$ cat config.mk
export PLATFORM = sky130hd
export DESIGN_NAME = cfcf_front_flat
export DESIGN_NICKNAME = d
export VERILOG_FILES = /design/src/rtl/can_frame_change_filter_top_assert.svh /design/src/rtl/cfcf_pkg.sv /design/src/rtl/cfcf_frame_if.sv /design/src/rtl/cfcf_front.sv /design/src/flat_wrapper.sv
export SDC_FILE = /design/constraint.sdc
export NUM_CORES = 1
export LEC_CHECK = 0
export BUFFER_PORTS_ARGS = -buffer_cell sky130_fd_sc_hd__buf_4
export CAP_MARGIN = 5
export CORE_AREA = 2 2 95 97
export DETAILED_ROUTE_END_ITERATION = 7
export DIE_AREA = 0 0 97 99
export PLACE_DENSITY = 0.66
export SLEW_MARGIN = 10
export SYNTH_ARGS = -nofsm -noshare
export SYNTH_HDL_FRONTEND = slang
export SYNTH_SLANG_ARGS = --single-unit
export TNS_END_PERCENT = 5
$ cat constraint.sdc
create_clock -name vclk -period 8
set_input_delay 1.6 -clock vclk [all_inputs]
set_output_delay 1.6 -clock vclk [all_outputs]
set_load 0.05 [all_outputs]
$ cat src/rtl/can_frame_change_filter_top_assert.svh
// Assertion macros for the CAN frame change filter.
// Needs clk_i and rst_ni in the scope where a macro is used.
`ifndef CAN_FRAME_CHANGE_FILTER_TOP_ASSERT_SVH
`define CAN_FRAME_CHANGE_FILTER_TOP_ASSERT_SVH

// A condition that must hold at every clock edge out of reset.
`define CFCF_ASSERT_HOLDS(lbl, cond, msg) \
  lbl: assert property (@(posedge clk_i) disable iff (!rst_ni) (cond)) else $error(msg);

// A consequence that must hold in the cycle after the antecedent.
`define CFCF_ASSERT_NEXT(lbl, ante, cons, msg) \
  lbl: assert property (@(posedge clk_i) disable iff (!rst_ni) (ante) |=> (cons)) \
    else $error(msg);

`endif

$ cat src/rtl/cfcf_pkg.sv
// Shared types, constants and helpers for the CAN frame change filter.
// No dependencies; the interfaces, front, queue, back and top import this package.
package cfcf_pkg;

  // Table and compare window sizes.
  localparam int unsigned TABLE_ENTRIES = 48;
  localparam int unsigned COMPARE_BYTES = 8;

  // Field widths.
  localparam int unsigned ID_W      = 29;
  localparam int unsigned LEN_W     = 4;
  localparam int unsigned NUM_BYTES = 8;
  localparam int unsigned DATA_W    = 8 * NUM_BYTES;
  localparam int unsigned SLOT_W    = 6;
  localparam int unsigned REP_W     = 16;
  localparam int unsigned MODE_W    = 2;
  localparam int unsigned OC_W      = 3;

  // Table addressing.
  localparam int unsigned ADDR_W = (TABLE_ENTRIES > 1) ? $clog2(TABLE_ENTRIES) : 1;
  localparam int unsigned CNT_W  = $clog2(TABLE_ENTRIES + 1);

  // Configuration port.
  localparam int unsigned CFG_IDX_W  = 4;
  localparam int unsigned CFG_DATA_W = ID_W;
  localparam logic [CFG_IDX_W-1:0] CFG_LOG_MODE = CFG_IDX_W'(0);
  localparam logic [CFG_IDX_W-1:0] CFG_WATCH_ID = CFG_IDX_W'(1);

  // Message identifiers and compare limits.
  localparam logic [ID_W-1:0] ID_SPEED  = 29'h02F8_3201;
  localparam int unsigned     SPEED_CMP = 4;
  localparam int unsigned     MAX_LEN   = NUM_BYTES;
  localparam int unsigned     CMP_LIMIT = (COMPARE_BYTES > NUM_BYTES) ? NUM_BYTES
                                                                      : COMPARE_BYTES;
  localparam int unsigned     NUM_KNOWN = 6;
  localparam logic [ID_W-1:0] KNOWN_IDS [NUM_KNOWN] = '{
    29'h02F8_3200, 29'h02F8_3201, 29'h02F8_3203,
    29'h0310_6300, 29'h0310_6301, 29'h0310_6302
  };

  // Queue between front and back.
  localparam int unsigned QUEUE_DEPTH = 2;
  localparam int unsigned QPTR_W      = (QUEUE_DEPTH > 1) ? $clog2(QUEUE_DEPTH) : 1;
  localparam int unsigned QCNT_W      = $clog2(QUEUE_DEPTH + 1);

  typedef enum logic [MODE_W-1:0] {
    MODE_OFF      = 2'd0,
    MODE_SUPPRESS = 2'd1,
    MODE_KNOWN    = 2'd2,
    MODE_ALL      = 2'd3
  } mode_e;

  typedef enum logic [OC_W-1:0] {
    OC_REMOTE    = 3'd0,
    OC_OFF       = 3'd1,
    OC_FILTERED  = 3'd2,
    OC_NEW       = 3'd3,
    OC_CHANGED   = 3'd4,
    OC_UNCHANGED = 3'd5,
    OC_FULL      = 3'd6,
    OC_UNTRACKED = 3'd7
  } outcome_e;

  typedef enum logic [1:0] {
    ST_IDLE,
    ST_SCAN,
    ST_OUT
  } state_e;

  typedef struct packed {
    mode_e           mode;
    logic [ID_W-1:0] watch;
  } cfg_t;

  // One classified word as it travels from front to back.
  typedef struct packed {
    logic                 lookup;
    outcome_e             outcome;
    logic                 report;
    logic                 speed;
    logic                 known;
    logic [ID_W-1:0]      id;
    logic [LEN_W-1:0]     len;
    logic [NUM_BYTES-1:0] bytes_mask;
    logic [DATA_W-1:0]    data;
  } item_t;

  // One table entry as held in the RAM.
  typedef struct packed {
    logic [ID_W-1:0]   ident;
    logic [REP_W-1:0]  repeats;
    logic [LEN_W-1:0]  length;
    logic [DATA_W-1:0] bytes;
  } entry_t;

  localparam int unsigned ENTRY_W = $bits(entry_t);

  typedef struct packed {
    logic              report;
    outcome_e          outcome;
    logic              slot_valid;
    logic [SLOT_W-1:0] slot;
    logic [REP_W-1:0]  repeat_count;
    logic              speed_frame;
    logic              known_id;
  } res_t;

  typedef struct packed {
    logic [CNT_W-1:0] used;
    logic             table_full;
  } back_sts_t;

  // Widens a per-byte enable into a bit mask over the payload.
  function automatic logic [DATA_W-1:0] expand_mask(input logic [NUM_BYTES-1:0] bm);
    logic [DATA_W-1:0] m;
    m = '0;
    for (int b = 0; b < NUM_BYTES; b++) begin
      m[8*b +: 8] = {8{bm[b]}};
    end
    return m;
  endfunction

endpackage

$ cat src/rtl/cfcf_frame_if.sv
// Channel interface carrying one received CAN frame word.
// Depends on cfcf_pkg for the field widths.
interface cfcf_frame_if;
  import cfcf_pkg::*;

  logic                  valid;
  logic                  ready;
  logic [ID_W-1:0]       frame_id;
  logic                  remote_request;
  logic [LEN_W-1:0]      byte_count;
  logic [DATA_W-1:0]     payload;

  modport source (output valid, frame_id, remote_request, byte_count, payload,
                  input ready);
  modport sink   (input valid, frame_id, remote_request, byte_count, payload,
                  output ready);
endinterface

$ cat src/rtl/cfcf_front.sv
// Front end: accepts frame words and classifies them against the mode registers.
// Depends on cfcf_pkg and cfcf_frame_if.
module cfcf_front (
  input  cfcf_pkg::cfg_t cfg_i,
  cfcf_frame_if.sink     frame_i,
  output logic           push_valid_o,
  output cfcf_pkg::item_t push_item_o,
  input  logic           push_ready_i
);
  import cfcf_pkg::*;

  logic                 known;
  logic                 is_speed_id;
  logic [LEN_W-1:0]     len_sat;
  logic [LEN_W-1:0]     cmp_lim;
  logic [LEN_W-1:0]     cmp_n;
  logic [NUM_BYTES-1:0] bmask;

  // A frame is taken whenever the queue has room.
  assign frame_i.ready = push_ready_i;
  assign push_valid_o  = frame_i.valid;

  // Known identifier match.
  always_comb begin
    known = 1'b0;
    for (int k = 0; k < NUM_KNOWN; k++) begin
      if (frame_i.frame_id == KNOWN_IDS[k]) begin
        known = 1'b1;
      end
    end
  end

  // Length saturation and the byte window that is compared.
  assign is_speed_id = (frame_i.frame_id == ID_SPEED);
  assign len_sat = (frame_i.byte_count > LEN_W'(MAX_LEN)) ? LEN_W'(MAX_LEN)
                                                          : frame_i.byte_count;
  assign cmp_lim = is_speed_id ? LEN_W'(SPEED_CMP) : LEN_W'(CMP_LIMIT);
  assign cmp_n   = (len_sat < cmp_lim) ? len_sat : cmp_lim;

  always_comb begin
    bmask = '0;
    for (int b = 0; b < NUM_BYTES; b++) begin
      bmask[b] = (LEN_W'(b) < cmp_n);
    end
  end

  // Classification; order decides which gate applies first.
  always_comb begin
    push_item_o            = '0;
    push_item_o.id         = frame_i.frame_id;
    push_item_o.len        = len_sat;
    push_item_o.bytes_mask = bmask;
    push_item_o.data       = frame_i.payload;
    push_item_o.known      = known;
    push_item_o.speed      = is_speed_id && !frame_i.remote_request;
    push_item_o.lookup     = 1'b0;
    push_item_o.report     = 1'b0;
    push_item_o.outcome    = OC_UNTRACKED;
    priority if (frame_i.remote_request) begin
      push_item_o.outcome = OC_REMOTE;
    end else if (cfg_i.mode == MODE_OFF) begin
      push_item_o.outcome = OC_OFF;
    end else if ((cfg_i.watch != '0) && (frame_i.frame_id != cfg_i.watch)) begin
      push_item_o.outcome = OC_FILTERED;
    end else if (cfg_i.mode == MODE_SUPPRESS) begin
      push_item_o.lookup = 1'b1;
    end else begin
      push_item_o.outcome = OC_UNTRACKED;
      push_item_o.report  = known || (cfg_i.mode == MODE_ALL);
    end
  end

endmodule

$ cat src/flat_wrapper.sv
// flat-port wrapper written by rule: the top's interface ports become plain ports
module cfcf_front_flat import cfcf_pkg::*;
  (cfg_i, push_valid_o, push_item_o, push_ready_i, frame_i_valid, frame_i_frame_id, frame_i_remote_request, frame_i_byte_count, frame_i_payload, frame_i_ready);
  cfcf_frame_if frame_i_i ();
  input  cfcf_pkg::cfg_t cfg_i;
  output logic push_valid_o;
  output cfcf_pkg::item_t push_item_o;
  input  logic push_ready_i;
  input wire logic [$bits(frame_i_i.valid)-1:0] frame_i_valid;
  input wire logic [$bits(frame_i_i.frame_id)-1:0] frame_i_frame_id;
  input wire logic [$bits(frame_i_i.remote_request)-1:0] frame_i_remote_request;
  input wire logic [$bits(frame_i_i.byte_count)-1:0] frame_i_byte_count;
  input wire logic [$bits(frame_i_i.payload)-1:0] frame_i_payload;
  output wire logic [$bits(frame_i_i.ready)-1:0] frame_i_ready;
  assign frame_i_i.valid = frame_i_valid;
  assign frame_i_i.frame_id = frame_i_frame_id;
  assign frame_i_i.remote_request = frame_i_remote_request;
  assign frame_i_i.byte_count = frame_i_byte_count;
  assign frame_i_i.payload = frame_i_payload;
  assign frame_i_ready = frame_i_i.ready;
  cfcf_front u_core (.cfg_i(cfg_i), .frame_i(frame_i_i), .push_valid_o(push_valid_o), .push_item_o(push_item_o), .push_ready_i(push_ready_i));
endmodule
==> results of run 1 <==
==> report_power, final <==
| group | switching (mW) | internal [mW] |
|---|---|---|
| Combinational | 0.0746 | 0.0506 |
| Sequential | 0 | 0 |
| Clock | 0 | 0 |
==> cell families after synthesis <==
kind of cell    Yosys count  synth area share [%]
fa+ha+maj                 2                 1.676
xor+xnor                 29                 17.02
compound gates           13                 6.120
simple gates             56                 24.39
buf+inv                 104                 50.80
==> metrics by stage <==
stage	cell area [um^2]	power [mW]
6_report	1740	0.1251
4_1_cts	1740	0.1271
5_1_grt	1740	0.1330
3_3_place_gp	1740	0.1260
3_5_place_dp	1740	0.1268
2_1_floorplan	1493	0.1653
==> layout make-up <==
cell class	instances	area, um^2
multi-input combinational	100	734.5
tap	108	135.1
inverter	6	22.52
fill	963	6810
timing repair buffer	113	848.3
==> synth_stat cells <==
master,number
o21ai_0,2
buf_6,1
and4b_1,1
nor4_2,1
a22o_2,1
and4bb_1,1
nor3_1,3
nand4b_1,1
buf_4,96
a21o_2,1
a21oi_1,4
a211o_1,1
a32o_1,1
a21o_1,1
nor2b_1,2
clkbuf_1,1
and3_1,1
nand2_1,9
ha_1,2
nand3_1,3
nor4bb_1,1
nand4_1,8
nor4b_2,3
nor2_1,7
nor4b_1,3
nor4_1,9
xnor2_1,29
or4_4,1
inv_1,6
o21ai_2,1
o211ai_1,1
nand2b_1,2
==> per-layer routing <==
metal  vias to the layer above  part of all wire (%)  global-route usage [%]
li1                        630                     -                       -
met3                        12                   9.5                   2.624
met4                         0                   2.6                   2.709
met2                        89                    53                   19.23
met5                         -                     0                       0
met1                       591                    35                   10.71
==> final timing paths <==
kind / from / end / cells after the start
min: push_ready_i / frame_i_ready / 0
max: frame_i_frame_id[5] / push_item_o[70] / 9
==> flow_metrics.tcl, run 1 <==
set metrics [dict create \
    outcome "finished clean" \
    die_h_um 99 \
    grt_pass1_wl_um 7652 \
    crit_chain "buf_4, nor4b_2, nand2_1, or4_4, inv_1, ha_1, nor4b_1, a22o_2, buf_4" \
    synth_warnings 0 \
    ios 245 \
    initial_core_util_pct 17.46 \
    first_pass_iters 4 \
    die_w_um 97 \
    syn_avg_cell_area_um2 7.317 \
    vias 1322 \
    layout_setup_ws_ps 2497 \
    track_usage_pct 9.981 \
    finalMaxSlewViolations 0 \
    cpMostUsedCell "buf_4" \
    ir_worst_vdd_mv 0.01694 \
    seq_cells 0 \
    final.period_utilization_pct 68.79 \
    timing.setup.tns_ps 0 \
    timing.hold.ws_ps 3200 \
    powerDensity_nw_per_um2 71.89 \
    synth_area_leaders "buf_4 48%, xnor2_1 17%, nor4_1 3.8%, nand4_1 3.4%, nor4b_2 3.0%" \
    drv_cap 0 \
    hold_viol_final 0 \
    wl_per_cell_um 15.65 \
    place_congestion 0.8701 \
    syn_inst 204 \
    cp_top_family "simple AND/OR/NAND/NOR gates" \
    critPathArrivalTime_ps 3900 \
    synth_top_area_cell "buf_4" \
    drc 0 \
    first_global_vias 1352 \
    dp_cells 327 \
    port_buffers 113 \
    ys_seq_area_share_pct 0 \
    yosysUniqueCellTypes 32 \
    post_drt_via_cell_ratio 4.043 \
    netlist.area_leader.share_pct 48.28 \
    syn_to_final_growth_pct 16.60 \
    critPathRequiredTime_ps 6400 \
    wl_um 5117 \
    layout_commonest_cell "buf_4" \
    ctsHoldBuffers 0 \
    synth.cell_area_um2 1493 \
    worstMarginPinSlew_ps 446.4 \
    rsz0062_at_grt "false" \
    cts_setup_buffers 0 \
    fp-row-count 34 \
    nClkBuffers 0 \
    final_cells 327 \
    final_util_pct 20.35 \
    drt.antenna.violating_nets 0 \
    critPathMaxStageDelay_ps 610 \
    crit_type "input port to output pin" \
    drive_above_1_share_pct 55.25 \
    most-common-layout-cells "113 x buf_4, 29 x xnor2_1, 9 x nand2_1, 9 x nor4_1, 8 x nand4_1" \
    p_leak_nw 0.7743 \
    layout.nets 354 \
    max_slew_margin_pct 69.97 \
    critPathSlowestCell "or4_4" \
    start_kind "input port" \
    grt-ovfl-total 0 \
    antenna_found_initial 0 \
    period_minus_slack_ps 5503 \
    worstHoldPathType "input port to output pin" \
    syn_nets 337 \
    dieArea_um2 9603 \
    drtIter0Drc 18 \
    end_kind "output pin" \
    fmax_ghz 0.1817 \
    antenna_cells 0 \
    crit_fanout 8 \
    critPathBufInv 3 \
    pre_cts_ws_ps 2471 \
    core_um2 8551 \
    grt_max_degree 11 \
    dpl.hpwl_um 4766 \
    cts_resized 0 \
    regArea_um2 0 \
    finalSetupViolations 0 \
]
Power figures use the tool's default switching activity.
==> run 2: changes to the inputs <==
ABC_AREA = 1   (was unset)
CORE_AREA = 2 2 94 96   (was 2 2 95 97)
DIE_AREA = 0 0 96 98   (was 0 0 97 99)
PLACE_DENSITY = 0.7   (was 0.66)
clock period = 5.3 ns   (was 8 ns; I/O delays follow)
==> flow_metrics.tcl, run 2 <==
set metrics [dict create \
    worstHoldPathType "input port to output pin" \
    seq_cells 0 \
    place_congestion 0.8722 \
    synth_common_cells "96 x buf_4, 52 x nand2_1, 42 x nor2_1" \
    die_w_um 96 \
    antenna_cells 0 \
    worstMarginPinSlew_ps 464.0 \
    ios 245 \
    nClkBuffers 0 \
    syn_inst 303 \
    synth_top_area_cell "buf_4" \
    cts_resized 0 \
    end_kind "output pin" \
    vias 1781 \
    dieArea_um2 9408 \
    comb_power_share_pct 100.0 \
    period_minus_slack_ps 3809 \
    place_area_um2 2007 \
    cts_setup_buffers 0 \
    grt_max_degree 9 \
    syn_to_final_growth_pct 14.82 \
    most-common-layout-cells "113 x buf_4, 52 x nand2_1, 42 x nor2_1" \
    p_switching_mw 0.1249 \
    critPathArrivalTime_ps 2750 \
    first_global_vias 1643 \
    initial_core_util_pct 20.65 \
    netlist.area_leader.share_pct 41.23 \
    max_slew_margin_pct 68.79 \
    crit_type "input port to output pin" \
    critPathRequiredTime_ps 4240 \
    pwr-share-clk_pct 0 \
    synth_warnings 0 \
    worstHoldPathCells 0 \
    timing.setup.tns_ps 0 \
    port_buffers 113 \
    track_usage_pct 10.94 \
    fin_area_um2 2007 \
    drc 0 \
    drv_cap 0 \
    rsz0062_at_grt "false" \
    ctsHoldBuffers 0 \
    synth.cell_area_um2 1748 \
    first_pass_iters 4 \
    dpl.hpwl_um 5089 \
    outcome "finished clean" \
    multi_input_area_um2 884.6 \
    syn_nets 436 \
    regArea_um2 0 \
    grt-ovfl-total 0 \
    finalMaxSlewViolations 0 \
    wl_per_cell_um 13.12 \
    crit_path_start "frame_i_frame_id[26]" \
    layout.nets 454 \
    die_h_um 98 \
    post_drt_via_cell_ratio 4.171 \
    fp-row-count 34 \
    wl_um 5603 \
    final_cells 427 \
    finalSetupViolations 0 \
    synth.most_common_cell "buf_4" \
    crit_fanout 5 \
    p_leak_nw 1.056 \
    dp_cells 427 \
    core_um2 8466 \
    seqPwrFrac_pct 0 \
    syn_avg_cell_area_um2 5.769 \
    drive_above_1_share_pct 38.24 \
    antenna_found_initial 0 \
    drt.antenna.violating_nets 0 \
    yosysUniqueCellTypes 23 \
    ys_seq_area_share_pct 0 \
    ir_worst_vdd_mv 0.02607 \
    holdCritStartpoint "frame_i_payload[0]" \
    start_kind "input port" \
    swShare_pct 61.83 \
    fmax_ghz 0.2625 \
    drtIter0Drc 92 \
    grt_pass1_wl_um 8224 \
    layout_commonest_cell "buf_4" \
    synth_area_leaders "buf_4 41%, nand2_1 11%, nor2_1 9.0%, xnor2_1 8.0%, inv_1 7.5%" \
    hold_viol_final 0 \
    final.period_utilization_pct 71.87 \
    powerDensity_nw_per_um2 100.7 \
    fillerInstances 955 \
    p_int_mw 0.07714 \
]
-- run 2: cell count changes after synthesis, moves of 3 or more --
cell     change
nor4b_1      -3
nor4b_2      -3
xor2_1       +8
xnor2_1     -13
nor2_1      +35
nand3_1     +14
nand2_1     +43
inv_1       +29
nor3_1       +5
nor4_1       -5
-- run 2: power by group through the flow --
stage          clock network (mW)  registers [mW]  logic (mW)
6_report                        0               0       0.202
3_5_place_dp                    0               0       0.204
2_1_floorplan                   0               0       0.261
5_1_grt                         0               0       0.217
3_3_place_gp                    0               0       0.201
4_1_cts                         0               0       0.204
-- run 2: through the flow --
stage / power (mW) / util [%] / worst slack [ps] / hold slack, ps
floorplan: 0.2611 / - / 771.8 / 2287
global placement: 0.2009 / 23.71 / 1517 / 2120
detailed placement: 0.2036 / 23.71 / 1480 / 2120
CTS: 0.2041 / 23.71 / 1477 / 2120
global route: 0.2170 / 23.71 / 1283 / 2120
finish: 0.2021 / 23.71 / 1491 / 2120
-- run 2: area by class of cell --
| cell class | instances | share of cell area, % |
|---|---|---|
| inverter | 37 | 6.920 |
| tap | 108 | 6.733 |
| timing repair buffer | 113 | 42.27 |
| multi-input combinational | 169 | 44.08 |
-- run 2: layer usage --
| layer | track usage, % | share of wire (%) | routed length (um) | vias up |
|---|---|---|---|---|
| met4 | 3.077 | 3.1 | 172 | 0 |
| met3 | 1.466 | 9.6 | 539 | 22 |
| met5 | 0 | 0 | 0 | - |
| met1 | 12.99 | 37 | 2086 | 774 |
| met2 | 20.03 | 50 | 2805 | 115 |
| li1 | - | - | - | 870 |
-- run 2: worst paths after layout --
path | to | slack [ps]
max | push_item_o[68] | 1490
min | push_item_o[0] | 2120
-- run 2: worst max-delay path: stages --
cell and delay (ps):
buf_4 120, nor2_1 230, nand3_1 140, nor2_2 180, nand2_1 130, inv_1 70, ha_1 240, nand2_4 100
nand3_4 80, nand2_1 80, nand2_1 60, nand2_1 60, buf_4 190
-- run 2: kinds of logic (layout without fill, tap and decap cells) --
family,count (synthesis),after routing,synth area share [%]
xor gates and xnor gates,24,24,12.03
and+or+nand+nor,137,137,34.93
buffers and inverters,134,150,49.39
adders and majority gates,2,2,1.431
AOI/OAI and AO/OA,6,6,2.219
