[config.mk]
export PLATFORM = sky130hd
export DESIGN_NAME = cfcf_queue
export DESIGN_NICKNAME = d
export VERILOG_FILES = /design/src/rtl/can_frame_change_filter_top_assert.svh /design/src/rtl/cfcf_pkg.sv /design/src/rtl/cfcf_queue.sv
export SDC_FILE = /design/constraint.sdc
export NUM_CORES = 1
export LEC_CHECK = 0
export ABC_CLOCK_PERIOD_IN_PS = 8450
export BUFFER_PORTS_ARGS = -buffer_cell sky130_fd_sc_hd__buf_2
export CORE_ASPECT_RATIO = 0.6
export CORE_MARGIN = 5
export CORE_UTILIZATION = 35
export DETAILED_ROUTE_END_ITERATION = 6
export GPL_TIMING_DRIVEN = 0
export SYNTH_ARGS = -nofsm -noshare
export SYNTH_HDL_FRONTEND = slang
export SYNTH_SLANG_ARGS = --single-unit
[constraint.sdc]
create_clock -name clk_i -period 8.45 [get_ports clk_i]
set_input_delay 0.4225 -clock clk_i [delete_from_list [all_inputs] [get_ports clk_i]]
set_output_delay 0.4225 -clock clk_i [all_outputs]
set_load 0.05 [all_outputs]
[src/rtl/can_frame_change_filter_top_assert.svh]
// Assertion macros for the CAN frame change filter.
// Needs clk_i and rst_ni in the scope where a macro is used.
`ifndef CAN_FRAME_CHANGE_FILTER_TOP_ASSERT_SVH
`define CAN_FRAME_CHANGE_FILTER_TOP_ASSERT_SVH

// A condition that must hold at every clock edge out of reset.
`define CFCF_ASSERT_HOLDS(lbl, cond, msg) \
  lbl: assert property (@(posedge clk_i) disable iff (!rst_ni) (cond)) else $error(msg);

// A consequence that must hold in the cycle after the antecedent.
`define CFCF_ASSERT_NEXT(lbl, ante, cons, msg) \
  lbl: assert property (@(posedge clk_i) disable iff (!rst_ni) (ante) |=> (cons)) \
    else $error(msg);

`endif

[src/rtl/cfcf_pkg.sv]
// Shared types, constants and helpers for the CAN frame change filter.
// No dependencies; the interfaces, front, queue, back and top import this package.
package cfcf_pkg;

  // Table and compare window sizes.
  localparam int unsigned TABLE_ENTRIES = 48;
  localparam int unsigned COMPARE_BYTES = 8;

  // Field widths.
  localparam int unsigned ID_W      = 29;
  localparam int unsigned LEN_W     = 4;
  localparam int unsigned NUM_BYTES = 8;
  localparam int unsigned DATA_W    = 8 * NUM_BYTES;
  localparam int unsigned SLOT_W    = 6;
  localparam int unsigned REP_W     = 16;
  localparam int unsigned MODE_W    = 2;
  localparam int unsigned OC_W      = 3;

  // Table addressing.
  localparam int unsigned ADDR_W = (TABLE_ENTRIES > 1) ? $clog2(TABLE_ENTRIES) : 1;
  localparam int unsigned CNT_W  = $clog2(TABLE_ENTRIES + 1);

  // Configuration port.
  localparam int unsigned CFG_IDX_W  = 4;
  localparam int unsigned CFG_DATA_W = ID_W;
  localparam logic [CFG_IDX_W-1:0] CFG_LOG_MODE = CFG_IDX_W'(0);
  localparam logic [CFG_IDX_W-1:0] CFG_WATCH_ID = CFG_IDX_W'(1);

  // Message identifiers and compare limits.
  localparam logic [ID_W-1:0] ID_SPEED  = 29'h02F8_3201;
  localparam int unsigned     SPEED_CMP = 4;
  localparam int unsigned     MAX_LEN   = NUM_BYTES;
  localparam int unsigned     CMP_LIMIT = (COMPARE_BYTES > NUM_BYTES) ? NUM_BYTES
                                                                      : COMPARE_BYTES;
  localparam int unsigned     NUM_KNOWN = 6;
  localparam logic [ID_W-1:0] KNOWN_IDS [NUM_KNOWN] = '{
    29'h02F8_3200, 29'h02F8_3201, 29'h02F8_3203,
    29'h0310_6300, 29'h0310_6301, 29'h0310_6302
  };

  // Queue between front and back.
  localparam int unsigned QUEUE_DEPTH = 2;
  localparam int unsigned QPTR_W      = (QUEUE_DEPTH > 1) ? $clog2(QUEUE_DEPTH) : 1;
  localparam int unsigned QCNT_W      = $clog2(QUEUE_DEPTH + 1);

  typedef enum logic [MODE_W-1:0] {
    MODE_OFF      = 2'd0,
    MODE_SUPPRESS = 2'd1,
    MODE_KNOWN    = 2'd2,
    MODE_ALL      = 2'd3
  } mode_e;

  typedef enum logic [OC_W-1:0] {
    OC_REMOTE    = 3'd0,
    OC_OFF       = 3'd1,
    OC_FILTERED  = 3'd2,
    OC_NEW       = 3'd3,
    OC_CHANGED   = 3'd4,
    OC_UNCHANGED = 3'd5,
    OC_FULL      = 3'd6,
    OC_UNTRACKED = 3'd7
  } outcome_e;

  typedef enum logic [1:0] {
    ST_IDLE,
    ST_SCAN,
    ST_OUT
  } state_e;

  typedef struct packed {
    mode_e           mode;
    logic [ID_W-1:0] watch;
  } cfg_t;

  // One classified word as it travels from front to back.
  typedef struct packed {
    logic                 lookup;
    outcome_e             outcome;
    logic                 report;
    logic                 speed;
    logic                 known;
    logic [ID_W-1:0]      id;
    logic [LEN_W-1:0]     len;
    logic [NUM_BYTES-1:0] bytes_mask;
    logic [DATA_W-1:0]    data;
  } item_t;

  // One table entry as held in the RAM.
  typedef struct packed {
    logic [ID_W-1:0]   ident;
    logic [REP_W-1:0]  repeats;
    logic [LEN_W-1:0]  length;
    logic [DATA_W-1:0] bytes;
  } entry_t;

  localparam int unsigned ENTRY_W = $bits(entry_t);

  typedef struct packed {
    logic              report;
    outcome_e          outcome;
    logic              slot_valid;
    logic [SLOT_W-1:0] slot;
    logic [REP_W-1:0]  repeat_count;
    logic              speed_frame;
    logic              known_id;
  } res_t;

  typedef struct packed {
    logic [CNT_W-1:0] used;
    logic             table_full;
  } back_sts_t;

  // Widens a per-byte enable into a bit mask over the payload.
  function automatic logic [DATA_W-1:0] expand_mask(input logic [NUM_BYTES-1:0] bm);
    logic [DATA_W-1:0] m;
    m = '0;
    for (int b = 0; b < NUM_BYTES; b++) begin
      m[8*b +: 8] = {8{bm[b]}};
    end
    return m;
  endfunction

endpackage

[src/rtl/cfcf_queue.sv]
// Short register queue of classified words between front and back.
// Depends on cfcf_pkg.
module cfcf_queue (
  input  logic            clk_i,
  input  logic            rst_ni,
  input  logic            push_valid_i,
  input  cfcf_pkg::item_t push_item_i,
  output logic            push_ready_o,
  output logic            pop_valid_o,
  output cfcf_pkg::item_t pop_item_o,
  input  logic            pop_i
);
  import cfcf_pkg::*;

  item_t              slots_q [QUEUE_DEPTH];
  logic [QPTR_W-1:0]  wr_ptr_q, wr_ptr_d;
  logic [QPTR_W-1:0]  rd_ptr_q, rd_ptr_d;
  logic [QCNT_W-1:0]  count_q, count_d;
  logic               do_push, do_pop;

  assign push_ready_o = (count_q != QCNT_W'(QUEUE_DEPTH));
  assign pop_valid_o  = (count_q != '0);
  assign pop_item_o   = slots_q[rd_ptr_q];
  assign do_push      = push_valid_i && push_ready_o;
  assign do_pop       = pop_i && pop_valid_o;

  // Pointer and fill count update.
  always_comb begin
    wr_ptr_d = wr_ptr_q;
    rd_ptr_d = rd_ptr_q;
    count_d  = count_q;
    if (do_push) begin
      wr_ptr_d = (wr_ptr_q == QPTR_W'(QUEUE_DEPTH - 1)) ? '0 : wr_ptr_q + 1'b1;
    end
    if (do_pop) begin
      rd_ptr_d = (rd_ptr_q == QPTR_W'(QUEUE_DEPTH - 1)) ? '0 : rd_ptr_q + 1'b1;
    end
    if (do_push && !do_pop) begin
      count_d = count_q + 1'b1;
    end else if (do_pop && !do_push) begin
      count_d = count_q - 1'b1;
    end
  end

  always_ff @(posedge clk_i or negedge rst_ni) begin
    if (!rst_ni) begin
      wr_ptr_q <= '0;
      rd_ptr_q <= '0;
      count_q  <= '0;
    end else begin
      wr_ptr_q <= wr_ptr_d;
      rd_ptr_q <= rd_ptr_d;
      count_q  <= count_d;
    end
  end

  // Queue storage needs no reset.
  always_ff @(posedge clk_i) begin
    if (do_push) begin
      slots_q[wr_ptr_q] <= push_item_i;
    end
  end

endmodule

==> out/qor.csv, run 1 <==
stage,metric,value,unit
outcome,status,"complete, no violations",
floorplanning,Top Ports,230,
placed_design,Area after DPL,10200,um^2
critical_path,Arrival @ worst endpoint,1.87,ns
clock_network,Worst-path clk slew,0.06,ns
clock_network,root buffer cell,clkbuf_16,
clock_network,Worst-Skew Late Latency,0.51,ns
critical_path,Critical Path RT,8.03,ns
grt,initial antenna violation count,2,
timing,Period minus WS final,2.29,ns
final_layout,fin util,0.452,
drt,Routed WL,16800,um
placed_design,pre-CTS setup slack,6.28,ns
final_layout,Fill cells,2086,
critical_path,CP Class,register to primary output,
placed_design,Final HPWL DP,11900,um
yosys,Syn Std Cell Area,8570,um^2
placed_design,GP Congestion,0.726,
drt,Starting DRT DRC Count,115,
drt,Vias,4239,
power,PD cells,416,nW/um^2
critical_path,Crit. End Element,primary output,
final_layout,cell area after layout,10900,um^2
floorplanning,Die Span X,212,um
power,Max IR drop VDD,0.000238,V
timing,Worst Hold Slack,0.0972,ns
yosys,share of the synthesized area in the top cell type,0.785,
drt,drt drc,0,
timing,clock skew,0.0144,ns
yosys,Post-Synthesis Cells,367,
yosys,synth top area cells,"edfxtp_1, mux2_4, mux2_2",
timing,Setup Viol. Count Final,0,
final_layout,share of layout cells above drive strength 1,0.611,
clock_network,Sink Count,228,
grt,global-route wire length before repair,25800,um
drt,drt wl/cell,17.4,um
yosys,Mean Syn Cell Area,23.4,um^2
flow_run,max cap viols,0,
yosys,#FFs+latches synth,228,
yosys,Mapped Nets,484,
floorplanning,die area,27800,um^2
placed_design,port bufs,229,
drt,routed length on met2,7650,um
yosys,Synth area leader,edfxtp_1,
critical_path,startpoint type of the worst setup path,register,
grt,total track usage,0.116,
hold_path,Hold Crit Class,input pin to register,
clock_network,CTS Hold Buffers Added,1,
final_layout,Layout Area Growth over Synthesis,27.6,%
drt,metal3 WL,1770,um
grt,vias in the first global route,4671,
yosys,"Seq/Total Area, Yosys",0.797,
floorplanning,Die Y,131,um
floorplanning,Std-Cell Rows,44,
final_layout,Register Area,6830,um^2
floorplanning,initial cell density of the core,0.355,
timing,Pins Over Slew Limit,0,
drt,DRT antenna net count,0,
grt,largest net degree at the start of global routing,58,
clock_network,Max Buffers Root-to-Sink,3,
clock_network,cts repair resizes,0,
grt,Overflow after GRT,0,
power,leakage,4.26,nW
final_layout,"Net count, final",743,
timing,RSZ-0062 raised after global routing,no,
timing,Max Freq,436,MHz
clock_network,cts bufs inserted,23,
drt,Pre-Repair DR Iteration Count,4,
yosys,Yosys warning count,0,
timing,Tcrit/Tclk final,0.272,
timing,Sum Neg Setup Slack,0,ns
critical_path,crit path max fanout,10,
clock_network,H-tree levels,1,
floorplanning,Core ar.,24200,um^2
drt,max layer used,met5,
timing,Tightest Pin Transition,0.841,ns
timing,slew margin rel.,0.439,
drt,Vias/cell,4.39,
clock_network,postcts setup bufs,0,
timing,setup slack after layout,6.16,ns
yosys,distinct cell type count after synthesis,16,
final_layout,Multi-input gate area,1630,um^2
drt,wl on met1,7060,um
timing,final hold vios,0,
clock_network,CTS tree,done,
## flip-flops by register name, indices dropped and copies added (netlist names)
register and flops:
wr_ptr_q 1, count_q 2, rd_ptr_q 1, slots_q 224
## through the flow
stage / cells / power, W
finish: 966 / 0.00455
global route: 965 / 0.00474
CTS: 965 / 0.00462
detailed placement: 922 / 0.00366
global placement: 918 / 0.00366
floorplan: 367 / 0.00324
## power breakdown
group | switching [W] | leakage, nW | internal (W)
clock | 0.000410 | 0.334 | 0.000535
sequential | 0.0000599 | 2.13 | 0.00154
combinational | 0.00138 | 1.80 | 0.000619
total | 0.00185 | 4.26 | 0.00270
## layer usage
metal / GRT usage / vias up
li1: - / 1984
met1: 0.147 / 2070
met2: 0.186 / 154
met3: 0.0548 / 27
met4: 0.0236 / 4
met5: 0 / -
## worst max-delay path, stage by stage (launching register included)
cell,delay (ns)
dfrtp_1,0.34
buf_6,0.11
buf_8,0.16
buf_6,0.20
mux2_4,0.32
buf_2,0.21
## area by class of cell
cell class / instances / area share
tap: 322 / 0.0369
clock inverter: 14 / 0.00973
inverter: 1 / 0.000343
multi-input combinational: 125 / 0.149
sequential: 228 / 0.624
clock buffer: 28 / 0.0544
antenna: 1 / 0.000229
timing repair buffer: 234 / 0.114
buffer: 13 / 0.0114
## layout by cell type (no fill, tap or decap), types with 4 or more instances in the layout
cell,netlist,final
buf_2,4,233
buf_6,8,8
clkbuf_1,0,5
clkbuf_16,0,23
clkinv_1,0,5
dfrtp_1,4,4
edfxtp_1,224,224
mux2_2,42,42
mux2_4,70,70
## cells in the mapped netlist
| cell | instances |
|---|---|
| mux2_2 | 42 |
| nand2_1 | 2 |
| dfrtp_1 | 4 |
| or2_2 | 1 |
| nand2b_1 | 1 |
| xnor2_1 | 3 |
| edfxtp_1 | 224 |
| nor2_1 | 2 |
| ha_1 | 1 |
| buf_6 | 8 |
| buf_8 | 1 |
| inv_1 | 1 |
| xor2_1 | 2 |
| buf_2 | 4 |
| mux2_4 | 70 |
| and3_1 | 1 |
## path summary, 6_finish.rpt
path	slack (ns)	cells past startpoint	from	endpoint
setup / recovery	6.16	5	rd_ptr_q	pop_item_o[14]
max in group asynchronous	8.06	2	rst_ni	wr_ptr_q
min in group asynchronous	0.27	2	rst_ni	rd_ptr_q
hold reg to reg	0.51	1	count_q[1]	count_q[1]
hold / removal	0.1	1	push_item_i[83]	slots_q[0][83]
setup reg to reg	6.27	5	count_q[0]	slots_q[0][46]
## kinds of logic (layout without fill, tap and decap cells)
family / count (synthesis) / count (layout) / share of synthesized area
and+or+nand+nor: 7 / 7 / 0.00394
other: 0 / 1 / 0
muxes: 112 / 112 / 0.178
adders and majority gates: 1 / 1 / 0.00146
DFF: 228 / 228 / 0.797
buffers and inverters: 14 / 290 / 0.0150
xor gates and xnor gates: 5 / 5 / 0.00511
No activity file was read; power rests on OpenSTA's default activity.
==> run 2, diff against run 1 <==
--- a/config.mk
+++ b/config.mk
@@ -5,7 +5,7 @@
 export SDC_FILE = /design/constraint.sdc
 export NUM_CORES = 1
 export LEC_CHECK = 0
-export ABC_CLOCK_PERIOD_IN_PS = 8450
+export ABC_CLOCK_PERIOD_IN_PS = 2200
 export BUFFER_PORTS_ARGS = -buffer_cell sky130_fd_sc_hd__buf_2
 export CORE_ASPECT_RATIO = 0.6
 export CORE_MARGIN = 5
==> constraint.sdc (replaced) <==
create_clock -name clk_i -period 2.2 [get_ports clk_i]
set_input_delay 0.11 -clock clk_i [delete_from_list [all_inputs] [get_ports clk_i]]
set_output_delay 0.11 -clock clk_i [all_outputs]
set_load 0.05 [all_outputs]
==> run 2 against run 1 <==
Sequential share of layout area shrank 6.0 points. Setup slack got worse by 6.0 ns. Combinational power grew to 3.9 times the previous value. Cell area increased by 11%. Global-route usage rose by 0.98 points. Critical path depth stayed put. Via count up 10%. Final cell count rose by 12%. Sequential power rose to 3.9 times the previous value. Register-to-register slack lost 6.1 ns. Critical path type is now register to register. Largest power group unchanged.
==> out/qor.csv, run 2 (synthesis results as in run 1) <==
stage,metric,value,unit,change
critical_path,slowest CP cell,nor2_4,,was dfrtp_1
critical_path,R2R Path End,slots_q[0][37],,was slots_q[0][46]
placed_design,GP Congestion,0.721,,was 0.726
timing,final hold vios,0,,unchanged
timing,Pins Over Slew Limit,0,,unchanged
clock_network,cts bufs inserted,22,,was 23
drt,Starting DRT DRC Count,223,,was 115
grt,initial antenna violation count,0,,was 2
final_layout,share of layout cells above drive strength 1,0.517,,was 0.611
critical_path,Arrival @ worst endpoint,2.27,ns,was 1.87 ns
final_layout,"Net count, final",857,,was 743
critical_path,Crit. End Element,register,,was primary output
critical_path,crit-path cells,nand2b_4 > nand2_4 > nor2_4 > buf_12 > buf_12,,was buf_6 > buf_8 > buf_6 > mux2_4 > buf_2
clock_network,Worst-Skew Late Latency,0.50,ns,was 0.51 ns
clock_network,Worst-path clk slew,0.06,ns,about the same
floorplanning,initial cell density of the core,0.355,,unchanged
critical_path,R2R Path Start,count_q[0],,unchanged
clock_network,H-tree levels,1,,unchanged
timing,slew margin rel.,0.489,,was 0.439
timing,clock skew,0.0111,ns,was 0.0144 ns
hold_path,Hold Crit Class,input pin to register,,unchanged
drt,DRT antenna net count,0,,unchanged
floorplanning,Die Y,131,um,unchanged
critical_path,"most used cell, CP",buf_12,,was buf_6
floorplanning,Std-Cell Rows,44,,unchanged
clock_network,CTS tree,done,,unchanged
power,PD cells,1460,nW/um^2,was 416 nW/um^2
placed_design,Final HPWL DP,12000,um,was 11900 um
outcome,status,"complete, no violations",,unchanged
timing,Setup Viol. Count Final,0,,unchanged
drt,Routed WL,18200,um,was 16800 um
final_layout,Reg with most FFs,slots_q,,unchanged
final_layout,Fill cells,1968,,was 2086
drt,Pre-Repair DR Iteration Count,4,,unchanged
floorplanning,Top Ports,230,,unchanged
critical_path,FF-to-FF path depth,5,,unchanged
placed_design,port bufs,229,,unchanged
hold_path,cell depth of the worst hold path,2,,was 1
final_layout,"leading cell type in the layout, fill and taps excluded",buf_2,,unchanged
timing,Tcrit/Tclk final,0.944,,
critical_path,r2r setup slk,0.12,ns,was 6.27 ns
drt,drt wl/cell,16.8,um,was 17.4 um
timing,Period minus WS final,2.08,ns,
critical_path,"Largest stage delay, worst path",0.52,ns,was 0.34 ns
drt,Vias/cell,4.32,,was 4.39
grt,vias in the first global route,5201,,was 4671
floorplanning,Die Span X,212,um,unchanged
final_layout,max reg flops,224,,unchanged
final_layout,Register Area,6830,um^2,unchanged
grt,met3 Use GR,0.0453,,was 0.0548
grt,gr busiest metal,met2,,unchanged
timing,RSZ-0062 raised after global routing,no,,unchanged
final_layout,Multi-input gate area,1640,um^2,was 1630 um^2
hold_path,worst hold start,push_item_i[23],,was push_item_i[83]
floorplanning,die area,27800,um^2,unchanged
grt,grt met2 use,0.212,,was 0.186
critical_path,Critical Path RT,2.39,ns,was 8.03 ns
timing,Tightest Pin Transition,0.767,ns,was 0.841 ns
clock_network,cts repair resizes,0,,unchanged
power,leakage,4.75,nW,was 4.26 nW
hold_path,Worst Hold Endpoint,slots_q[1][23],,was slots_q[0][83]
drt,drt drc,0,,unchanged
timing,Max Freq,481,MHz,
flow_run,max cap viols,0,,unchanged
grt,largest net degree at the start of global routing,64,,was 58
grt,global-route wire length before repair,28200,um,was 25800 um
clock_network,root buffer cell,clkbuf_16,,unchanged
clock_network,Max Buffers Root-to-Sink,3,,unchanged
final_layout,"commonest non-fill, non-tap cells in the layout","buf_2, edfxtp_1, dlygate4sd3_1",,"was buf_2, edfxtp_1, mux2_4"
power,Max IR drop VDD,0.000958,V,was 0.000238 V
final_layout,Layout Area Growth over Synthesis,41.1,%,was 27.6%
critical_path,CP Class,register to register,,was register to primary output
critical_path,startpoint type of the worst setup path,register,,unchanged
floorplanning,Core ar.,24200,um^2,unchanged
drt,Vias,4662,,was 4239
timing,Worst Hold Slack,0.327,ns,was 0.0972 ns
final_layout,cell area after layout,12100,um^2,was 10900 um^2
grt,Overflow after GRT,0,,unchanged
final_layout,ant diodes,0,,was 1
clock_network,Sink Count,228,,unchanged
critical_path,crit path max fanout,33,,was 10
grt,total track usage,0.126,,was 0.116
final_layout,Top Registers,"slots_q (224), count_q (2)",,unchanged
grt,met1 Use GR,0.160,,was 0.147
placed_design,Area after DPL,10200,um^2,about the same
==> run 2: cell types whose count changed in the layout (fill, tap and decap cells not counted) <==
cell and delta:
dlygate4sd3_1 +115, nand2b_4 +1, inv_8 -1, nand2_4 +1
diode_2 -1, clkinv_1 +2, inv_6 -1, bufinv_16 +1
nand2_1 -1, nand2b_1 -1, clkinv_2 -1, clkinvlp_4 -2
==> run 2: report_power, final <==
part	internal (W)	leakage [nW]	switching, W
combinational	0.00253	2.29	0.00537
sequential	0.00593	2.13	0.000244
clock	0.00214	0.337	0.00150
total	0.0106	4.75	0.00711
==> run 2: timing repair <==
item | in CTS | in global routing
hold buffers | 116 | 0
hold endpoints to repair | 230 | 0
setup buffers | 0 | 0
setup endpoints to repair | 0 | 0
==> run 2: routing by layer <==
layer	wire [um]	vias up
li1	-	2204
met5	0	-
met4	289	0
met1	7630	2285
met3	1520	22
met2	8710	151
==> run 2: area by class of cell <==
cell class | instances | area share
Sequential cell | 228 | 0.565
Timing Repair Buffer | 349 | 0.198
Multi-Input combinational cell | 125 | 0.136
Clock buffer | 28 | 0.0491
Tap cell | 322 | 0.0333
Buffer | 13 | 0.0103
Clock inverter | 12 | 0.00859
Inverter | 1 | 0.000310
==> run 2: worst max path at each step <==
stage	endpoint	slack, ns	start
2_1_floorplan	slots_q[0][0]	-0.61	count_q[0]
3_3_place_gp	slots_q[0][34]	-1.32	count_q[0]
3_5_place_dp	slots_q[0][37]	0.09	count_q[0]
4_1_cts	slots_q[0][37]	0.07	count_q[0]
5_1_grt	slots_q[0][48]	0.01	count_q[0]
6_report	slots_q[0][37]	0.12	count_q[0]
==> run 2: per-stage QoR <==
| stage | setup slack, ns | util | power, W | TNS [ns] | std cells |
|---|---|---|---|---|---|
| after detailed placement | 0.0881 | 0.423 | 0.0141 | 0 | 922 |
| after floorplan | -0.608 | - | 0.0124 | -105.10 | 367 |
| after global placement | -1.32 | 0.420 | 0.0139 | -245.05 | 918 |
| final | 0.122 | 0.500 | 0.0177 | 0 | 1078 |
| after CTS | 0.0670 | 0.500 | 0.0179 | 0 | 1078 |
| after global routing | 0.0118 | 0.500 | 0.0185 | 0 | 1078 |
==> run 2: critical path, delay by kind of cell, from the launching register on <==
| family | cells | cell delay, ns |
|---|---|---|
| AND/OR/NAND/NOR | 3 | 0.77 |
| flip-flops | 1 | 0.42 |
| buffers and inverters | 2 | 0.54 |
